`src/design/kissdf_pkg.sv`:
```
`timescale 1ns / 1ps
// ----------------------------------------------------------------------------
// KISS deframer package
// Byte codes, result kinds and the result record shared by the deframer files.
// ----------------------------------------------------------------------------
package kissdf_pkg;

  localparam int unsigned BYTE_W  = 8;
  localparam int unsigned KIND_W  = 2;
  localparam int unsigned LEN_W   = 9;
  localparam int unsigned PORT_W  = 8;

  // Default frame size limit (command byte included).
  localparam int unsigned MAX_FRAME_BYTES_DEF = 512;

  // KISS special bytes.
  localparam logic [BYTE_W-1:0] FEND  = 8'hC0;
  localparam logic [BYTE_W-1:0] FESC  = 8'hDB;
  localparam logic [BYTE_W-1:0] TFEND = 8'hDC;
  localparam logic [BYTE_W-1:0] TFESC = 8'hDD;

  // A command byte marks a data frame when its low nibble is zero.
  localparam logic [BYTE_W-1:0] CMD_MASK = 8'h0F;
  localparam logic [BYTE_W-1:0] CMD_DATA = 8'h00;

  typedef enum logic [KIND_W-1:0] {
    KIND_DATA  = 2'd0,
    KIND_DONE  = 2'd1,
    KIND_ABORT = 2'd2
  } kind_t;

  typedef struct packed {
    logic              valid;
    kind_t             kind;
    logic [BYTE_W-1:0] data;
    logic [LEN_W-1:0]  length;
    logic [PORT_W-1:0] port;
  } result_t;

endpackage

```
`src/design/kissdf_decode.sv`:
```
`timescale 1ns / 1ps
// ----------------------------------------------------------------------------
// KISS deframer decode step
// Holds the framing state and turns one registered byte into at most one result.
// ----------------------------------------------------------------------------
module kissdf_decode
  import kissdf_pkg::*;
#(
  parameter int unsigned MAX_FRAME_BYTES = MAX_FRAME_BYTES_DEF
) (
  input  logic              clk,
  input  logic              rst,
  input  logic              step,
  input  logic [BYTE_W-1:0] in_byte,
  input  logic [PORT_W-1:0] port_number,
  output result_t           res
);

  localparam int unsigned CNT_W = $clog2(MAX_FRAME_BYTES + 1);
  localparam logic [CNT_W-1:0] CNT_MAX = CNT_W'(MAX_FRAME_BYTES);
  localparam logic [CNT_W-1:0] CNT_ONE = CNT_W'(1);

  logic [CNT_W-1:0] byte_count, byte_count_next;
  logic             escape_pending, escape_pending_next;
  logic             frame_open, frame_open_next;
  logic             is_data_frame, is_data_frame_next;

  logic [BYTE_W-1:0] b;
  logic              go;
  logic [CNT_W-1:0]  count_m1;

  assign count_m1 = byte_count - CNT_ONE;

  always_comb begin
    byte_count_next     = byte_count;
    escape_pending_next = escape_pending;
    frame_open_next     = frame_open;
    is_data_frame_next  = is_data_frame;
    res                 = '0;
    b                   = in_byte;
    go                  = 1'b0;

    if (step) begin
      if (in_byte == FEND) begin
        // Every delimiter opens a new frame; report an old data frame with payload.
        if (frame_open && is_data_frame && (byte_count > CNT_ONE)) begin
          res.valid  = 1'b1;
          res.kind   = KIND_DONE;
          res.length = LEN_W'(count_m1);
          res.port   = port_number;
        end
        frame_open_next     = 1'b1;
        byte_count_next     = '0;
        escape_pending_next = 1'b0;
        is_data_frame_next  = 1'b0;
      end else if (frame_open) begin
        go = 1'b1;
        if (escape_pending) begin
          if (in_byte == TFEND) begin
            b = FEND;
          end else if (in_byte == TFESC) begin
            b = FESC;
          end
          escape_pending_next = 1'b0;
        end else if (in_byte == FESC) begin
          escape_pending_next = 1'b1;
          go = 1'b0;
        end

        if (go) begin
          if (byte_count >= CNT_MAX) begin
            // Oversized frame: drop sync and wait for the next delimiter.
            frame_open_next    = 1'b0;
            byte_count_next    = '0;
            is_data_frame_next = 1'b0;
            res.valid          = 1'b1;
            res.kind           = KIND_ABORT;
          end else if (byte_count == '0) begin
            is_data_frame_next = ((b & CMD_MASK) == CMD_DATA);
            byte_count_next    = CNT_ONE;
          end else begin
            byte_count_next = byte_count + CNT_ONE;
            if (is_data_frame) begin
              res.valid = 1'b1;
              res.kind  = KIND_DATA;
              res.data  = b;
            end
          end
        end
      end
    end
  end

  always_ff @(posedge clk) begin
    if (rst) begin
      byte_count     <= '0;
      escape_pending <= 1'b0;
      frame_open     <= 1'b0;
      is_data_frame  <= 1'b0;
    end else begin
      byte_count     <= byte_count_next;
      escape_pending <= escape_pending_next;
      frame_open     <= frame_open_next;
      is_data_frame  <= is_data_frame_next;
    end
  end

  // The count saturates at the limit; the next stored byte aborts instead.
  a_count_bound: assert property (@(posedge clk) disable iff (rst)
    byte_count <= CNT_MAX)
    else $error("byte count above frame limit");

  a_escape_in_frame: assert property (@(posedge clk) disable iff (rst)
    escape_pending |-> frame_open)
    else $error("escape pending outside a frame");

  a_data_has_cmd: assert property (@(posedge clk) disable iff (rst)
    is_data_frame |-> (frame_open && (byte_count != '0)))
    else $error("data frame flag without a command byte");

  a_abort_drops_sync: assert property (@(posedge clk) disable iff (rst)
    (step && res.valid && (res.kind == KIND_ABORT)) |=> !frame_open)
    else $error("sync kept after overflow abort");

endmodule

```
`config.mk`:
```
export PLATFORM = sky130hd
export DESIGN_NAME = kissdf_decode
export DESIGN_NICKNAME = d
export VERILOG_FILES = /design/src/design/kissdf_pkg.sv /design/src/design/kissdf_decode.sv
export SDC_FILE = /design/constraint.sdc
export NUM_CORES = 1
export LEC_CHECK = 0
export BUFFER_PORTS_ARGS = -buffer_cell sky130_fd_sc_hd__buf_2
export CELL_PAD_IN_SITES_DETAIL_PLACEMENT = 1
export CELL_PAD_IN_SITES_GLOBAL_PLACEMENT = 1
export CORE_UTILIZATION = 36
export CTS_CLUSTER_SIZE = 25
export DETAILED_ROUTE_END_ITERATION = 8
export MAX_ROUTING_LAYER = met4
export PLACE_DENSITY = 0.92
export SLEW_MARGIN = 20
export SYNTH_ARGS = -nofsm -noshare
export SYNTH_HDL_FRONTEND = slang
export SYNTH_SLANG_ARGS = --single-unit
export TNS_END_PERCENT = 20
```
`constraint.sdc`:
```
create_clock -name clk -period 5.98 [get_ports clk]
set_clock_uncertainty 0.15 [all_clocks]
set_input_delay 1.196 -clock clk [delete_from_list [all_inputs] [get_ports clk]]
set_output_delay 1.196 -clock clk [all_outputs]
set_load 0.05 [all_outputs]
```
Word-level counts from Yosys, hierarchy flattened. Cells that the tools add are included.

Register bits after elaboration: 13. Output and inout bits: 28. Logic and storage cells: 63.

$add $sub $neg: 2. Magnitude comparators: 2. Eq/ne operators: 4. Multiplexer cells: 41. Reduce and logical (&&, ||, !) cells: 10.

Operators with widths (number): $mux 8 (8); $mux 10 (5); $mux 11 (4); $mux 17 (2); $eq 8x8->1 const B (4); $mux 28 (1); $mux 1 (18); $add 10x1->10 const B (1); $ge 10x10->1 const B (1); $gt 10x1->1 const B (1); $logic_not 10->1 (1); $mux 3 (3); $sub 9x1->9 const B (1); $logic_not 8->1 (1); $reduce_and 4->1 (1); $reduce_bool 2->1 (2); $reduce_and 3->1 (1); $reduce_bool 3->1 (1); $logic_and 1x1->1 (2); $reduce_and 2->1 (1).

Longest topological paths before layout. Gate-level depths: netlist of run 1.

Depth in word-level cells: 14. Depth in mapped cells: 8. Depth with buffers taken out: 7.

Least setup slack after synthesis of run 1. OpenSTA, ideal clock, no wires.

Path type: input to output. From: input port in_byte[2]. To: output port res[11] in the netlist's numbering. Arrival: 3.122 ns. Data required time: 4.634 ns. Slack: 1.512 ns. Stages on the path: 6. Path buffers: 1. Cell sequence: nor4bb_1 > nand2_1 > a311oi_1 > nand3_1 > buf_4 > a21oi_1.

RTL lines: from (decl) (line kissdf_decode.sv:14) `input logic [BYTE_W-1:0] in_byte,`; to (decl) (line kissdf_decode.sv:16) `output result_t res`.

==> results of run 1 <==
cells by family (layout without fill, tap and decap cells):
group,Yosys count,in the layout,share of synthesized area [%]
AOI/OAI and AO/OA,38,38,22.68
and+or+nand+nor,82,82,38.98
xor gates and xnor gates,6,6,4.473
DFF,13,13,22.15
adders and majority gates,3,3,3.195
buffers and inverters,21,62,8.518
power by group through the flow:
stage | clock (mW) | combinational [mW] | sequential, mW
4_1_cts | 0.0588 | 0.0168 | 0.0866
5_1_grt | 0.0609 | 0.0187 | 0.0866
3_3_place_gp | 0 | 0.0162 | 0.0886
2_1_floorplan | 0 | 0.00637 | 0.0886
6_report | 0.0559 | 0.0167 | 0.0866
3_5_place_dp | 0 | 0.0167 | 0.0886
per-stage QoR:
stage	hold WS (ns)	util (%)	instances	cell area [µm²]	power [mW]
after floorplan	0.3203	-	163	1175	0.09500
after global placement	0.3484	45.65	244	1405	0.1048
after detailed placement	0.3547	45.65	244	1405	0.1054
after CTS	0.3668	46.50	248	1431	0.1622
after global routing	0.4069	46.50	248	1431	0.1662
final	0.3726	46.50	248	1431	0.1592
worst min-delay path: cells and delay by family (launching register included):
| family | cells | cell delay, ns |
|---|---|---|
| flops | 1 | 0.36 |
| simple gates | 1 | 0.07 |
| compound gates | 1 | 0.05 |
synth_stat cells (2+ instances only):
master	count
o21a_1	2
and3_1	6
nor2_1	24
nand3_1	5
nor3_1	5
a32o_1	7
nor4_1	4
nand2_1	10
and2_1	10
clkbuf_1	3
inv_1	11
or4_4	2
o31ai_1	2
buf_6	2
o21ai_0	3
ha_1	3
dfxtp_1	13
o21ai_1	7
a21oi_1	9
nor3b_1	7
xnor2_1	5
area by class of cell:
class | count | area (µm²)
clock buffers | 4 | 26.28
repair buffers | 46 | 230.2
well taps | 44 | 55.05
fillers | 429 | 1647
inverters | 12 | 45.04
flip-flops and latches | 13 | 260.3
multi-input cells | 129 | 814.5
registers in the layout, summed over array words and instances (netlist names):
register,count
byte_count,10
escape_pending,1
frame_open,1
is_data_frame,1
worst max path at each step:
stage | from | end | slack (ns) | depth (start not counted)
2_1_floorplan | in_byte[2] | res[11] | 1.51 | 6
3_3_place_gp | in_byte[2] | res[4] | 1.37 | 8
3_5_place_dp | in_byte[2] | res[1] | 1.30 | 8
4_1_cts | in_byte[2] | res[1] | 1.30 | 8
5_1_grt | in_byte[2] | res[1] | 1.04 | 8
6_report | in_byte[2] | res[1] | 1.34 | 8
routing by layer:
layer	vias up	global-route usage, %
li1	669	-
met1	648	24.27
met2	32	35.23
met3	4	1.310
met4	0	6.122
met5	-	-
==> metrics.md, run 1 <==
| Metric | Value |
|---|---|
| Crit end category | `output port` |
| FMAX | `215.6 MHz` |
| All-Layer GR Usage | `19.97%` |
| CP required | `4.63 ns` |
| Startpoint types | `input port` |
| Vias after detailed routing | `1353` |
| Pwr per Cell Area | `111.2 nW/µm²` |
| Worst reg2reg endpoint | `byte_count[5]$_SDFFE_PP0P_` |
| Hold path depth | `2` |
| RSZ-0062 raised after global routing | `false` |
| Hold Vio Cnt, Final | `0` |
| Post-synth EDFFs | `0` |
| Drt via density | `5.456` |
| Final GP Congestion | `0.8181` |
| Final worst slack | `1.342 ns` |
| IO Pins | `47` |
| Detail Route Antenna Nets | `0` |
| Global-route wire length before repair | `5.237 mm` |
| Commonest non-fill, non-tap cell in the layout | `buf_2` |
| Arrival time worst endpoint | `3.29 ns` |
| Hold Crit Class | `reg2reg` |
| Fin Setup TNS | `0 ns` |
| Share of layout cells above drive strength 1 | `27.45%` |
| Core area | `3078 µm²` |
| Wire length per cell | `13.62 µm` |
| Ys async rst share | `0%` |
| Total Wirelength | `3.377 mm` |
| CTS resizes | `0` |
| Syn_area_per_cell | `7.208 µm²` |
| CTS Sinks | `13` |
| Slowest stage delay, CP | `0.65 ns` |
| CTS tree | `yes` |
| Remaining Overflow, GRT | `0` |
| Synth warn | `0` |
| Reg-to-reg startpoint | `byte_count[0]$_SDFFE_PP0P_` |
| Sequential-to-total area share from yosys stat | `22.15%` |
| Leakage | `0.6894 nW` |
| Flop pwr share | `54.4%` |
| Hold endpoint | `byte_count[1]$_SDFFE_PP0P_` |
| Switching Power | `0.03996 mW` |
| Area contributors post-synth | `dfxtp_1, nor2_1, a32o_1` |
| Met2 routed WL | `1.675 mm` |
| Post-Synthesis Cells | `163` |
| Die Wd | `59.13 µm` |
| Sw frac | `25.10%` |
| DP Worst Slack | `1.299 ns` |
| Worst path buffer plus inverter count | `3` |
| Worst skew pair latency | `0.28 ns` |
| HPWL after DPL | `2.668 mm` |
| CTS buffer count | `3` |
| Initial antenna violation count | `0` |
| DR WL met3 | `108 µm` |
| First drt pass iteration count | `4` |
| Row cnt | `20` |
| Worst hold start | `byte_count[1]$_SDFFE_PP0P_` |
| Worst Tran Pin Value | `0.7278 ns` |
| Clock period minus worst slack | `4.639 ns` |
| Internal | `0.1192 mW` |
| 1st-iter DRT viols | `25` |
| Synthesized area | `1175 µm²` |
| Height of the die | `59.13 µm` |
| Reg2Reg Setup Slack | `3.51 ns` |
| Endpoints failing setup | `0` |
| Die area | `3496 µm²` |
| Slew headroom | `50.82%` |
| CTS clk-pin slew, worst paths | `0.08 ns` |
| Max-cap violations | `0` |
| Slowest stage cell on the critical path | `nor4bb_1` |
| Most frequent cells in the layout | `buf_2, nor2_1, dfxtp_1` |
| Clk network pwr share | `35.1%` |
| R2R cell count | `7` |
| Most frequent CP cell | `buf_2` |
| Tcrit/Tclk final | `77.57%` |
| Synth Register Bits | `13` |
| Logic pwr share | `10.5%` |
| Total Nets Final | `227` |
| CP max FO | `11` |
| Ant diodes | `0` |
| Post-CTS Setup Bufs | `0` |
| Slew Limit Fails | `0` |
| Setup CP Type | `in2out` |
| Critical path cell sequence | `buf_2 -> nor4bb_1 -> nand2_1 -> a311oi_1 -> nand3_1 -> inv_2 -> and2_1 -> buf_2` |
| Maximum vdd drop | `0.07837 mV` |
| Starting density of the core | `38.17%` |
| Vias in the first global route | `1196` |
| Syn-to-layout area delta | `21.83%` |
| Post-Syn Nets | `185` |
| CP top delay family | `simple AND/OR/NAND/NOR gates` |
| Clock tree buffer depth | `2` |
| DR DRC count | `0` |
| Status | `completed` |
| # port buffers | `46` |
| Metal-1 WL | `1.563 mm` |
| Clk root buf | `clkbuf_4` |
| Ys flop type | `dfxtp_1` |
| Cell taking the most area after synthesis | `dfxtp_1` |
| Post-synth top area share | `22.15%` |
| Top Metal Used | `met4` |
| Synth unique cells | `44` |
| Largest net degree at the start of global routing | `15` |
| Hold_buf cts | `0` |
| H-Tree Level Count | `1` |
No activity file was read; power rests on OpenSTA's default activity.
==> inputs of run 2 (changes only) <==
CORE_UTILIZATION = 33   (was 36)
PLACE_DENSITY = 0.86   (was 0.92)
clock period = 4.5 ns   (was 5.98 ns; I/O delays follow)
==> metrics.md, run 2 (synthesis results as in run 1) <==
| Metric | Value |
|---|---|
| Ant diodes | `0` |
| Final hold slack | `0.3929 ns` |
| CTS resizes | `0` |
| Arrival time worst endpoint | `2.81 ns` |
| Hold endpoint | `byte_count[1]$_SDFFE_PP0P_` |
| DP Worst Slack | `0.6427 ns` |
| H-Tree Level Count | `1` |
| Slowest stage cell on the critical path | `or3b_2` |
| RSZ-0062 raised after global routing | `false` |
| Maximum vdd drop | `0.1627 mV` |
| DR WL met3 | `160 µm` |
| HPWL after DPL | `2.574 mm` |
| Tcrit/Tclk final | `85.87%` |
| Clock period minus worst slack | `3.864 ns` |
| Hold_buf cts | `0` |
| 1st-iter DRT viols | `34` |
| Switching Power | `0.05125 mW` |
| CTS buffer count | `3` |
| Reg-to-reg startpoint | `byte_count[0]$_SDFFE_PP0P_` |
| Internal | `0.1571 mW` |
| Placed cells | `247` |
| Hold Crit Class | `reg2reg` |
| Setup CP Type | `reg2out` |
| Starting density of the core | `34.93%` |
| CTS tree | `yes` |
| CP max FO | `11` |
| Top Metal Used | `met4` |
| Met2 routed WL | `1.515 mm` |
| IO Pins | `47` |
| Slew Limit Fails | `0` |
| Worst skew pair latency | `0.27 ns` |
| All-Layer GR Usage | `18.52%` |
| # port buffers | `46` |
| Global-route wire length before repair | `5.168 mm` |
| Final Core Density | `42.89%` |
| Worst Tran Pin Value | `0.5360 ns` |
| Drt via density | `5.299` |
| Most frequent cells in the layout | `buf_2, nor2_1, dfxtp_1` |
| Crit end category | `output port` |
| Sw frac | `24.60%` |
| Max-cap violations | `0` |
| Detail Route Antenna Nets | `0` |
| Vias after detailed routing | `1330` |
| Endpoints failing setup | `0` |
| Die Wd | `61.67 µm` |
| Total Nets Final | `228` |
| Fin Setup TNS | `0 ns` |
| CTS clk-pin slew, worst paths | `0.08 ns` |
| DR DRC count | `0` |
| Hold path depth | `2` |
| CP required | `3.45 ns` |
| FMAX | `258.8 MHz` |
| Metal-1 WL | `1.523 mm` |
| Worst reg2reg endpoint | `byte_count[8]$_SDFFE_PP0P_` |
| Final GP Congestion | `0.7607` |
| Flop pwr share | `55.2%` |
| Max reg flops | `10` |
| Final worst slack | `0.6360 ns` |
| Post-CTS Setup Bufs | `0` |
| Clock tree buffer depth | `2` |
| Commonest non-fill, non-tap cell in the layout | `buf_2` |
| R2R cell count | `7` |
| Pwr per Cell Area | `144.4 nW/µm²` |
| Vias in the first global route | `1193` |
| Initial antenna violation count | `0` |
| Total Wirelength | `3.223 mm` |
| Status | `completed` |
| Critical path cell sequence | `inv_1 -> ha_1 -> or3b_2 -> or4_4 -> nand3_1 -> inv_2 -> and2_1 -> buf_2` |
| Slew headroom | `64.27%` |
| Logic pwr share | `10.8%` |
| Fin area | `1443 µm²` |
| Remaining Overflow, GRT | `0` |
| Clk root buf | `clkbuf_4` |
| Tot Pwr | `0.2083 mW` |
| Leakage | `0.6975 nW` |
| Placed instance area | `1415 µm²` |
| Wire length per cell | `12.84 µm` |
| Startpoint types | `flip-flop` |
| Core area | `3363 µm²` |
| Largest net degree at the start of global routing | `15` |
| CTS Sinks | `13` |
| Worst path buffer plus inverter count | `3` |
| CP top delay family | `simple AND/OR/NAND/NOR gates` |
| Largest register by flop count | `byte_count` |
| Hold Vio Cnt, Final | `0` |
| Clk network pwr share | `34.0%` |
| Share of layout cells above drive strength 1 | `28.29%` |
| Slowest stage delay, CP | `0.52 ns` |
| Die area | `3803 µm²` |
| First drt pass iteration count | `4` |
| Worst hold start | `byte_count[1]$_SDFFE_PP0P_` |
| Height of the die | `61.67 µm` |
| Fin cells | `251` |
| Reg2Reg Setup Slack | `2.02 ns` |
| Row cnt | `21` |
| Syn-to-layout area delta | `22.79%` |
-- run 2: power groups by stage --
stage,combinational [mW],clock [mW],sequential (mW)
floorplan,0.00847,0,0.118
global placement,0.0218,0,0.118
detailed placement,0.0225,0,0.118
CTS,0.0226,0.0731,0.115
global route,0.0253,0.0811,0.115
finish,0.0225,0.0707,0.115
-- run 2: final cells by class --
type,count,area (µm²)
multi-input combinational,129,814.5
clock inverter,1,5.005
clock buffer,3,22.52
tap,46,57.56
sequential,13,260.3
fill,460,1921
inverter,12,45.04
timing repair buffer,47,237.7
-- run 2: worst min-delay path, cell delays in order (launching register included) --
cell and delay (ns):
dfxtp_1 0.36, nand2_1 0.08, a21oi_1 0.06
-- run 2: worst max-delay path by stage --
stage / endpoint / slack [ns] / cells after the start / start
floorplan: res[11] / 0.62 / 6 / in_byte[2]
global placement: res[0] / 0.71 / 8 / in_byte[0]
detailed placement: res[6] / 0.64 / 8 / in_byte[0]
CTS: res[6] / 0.60 / 8 / byte_count[0]$_SDFFE_PP0P_
global route: res[2] / 0.42 / 8 / byte_count[0]$_SDFFE_PP0P_
finish: res[6] / 0.64 / 8 / byte_count[0]$_SDFFE_PP0P_
-- run 2: layer usage --
layer  up-vias  global-route usage [%]
met5         -                       -
met4         0                   2.857
met3         2                   2.521
met2        32                   31.18
met1       625                   23.93
li1        671                       -
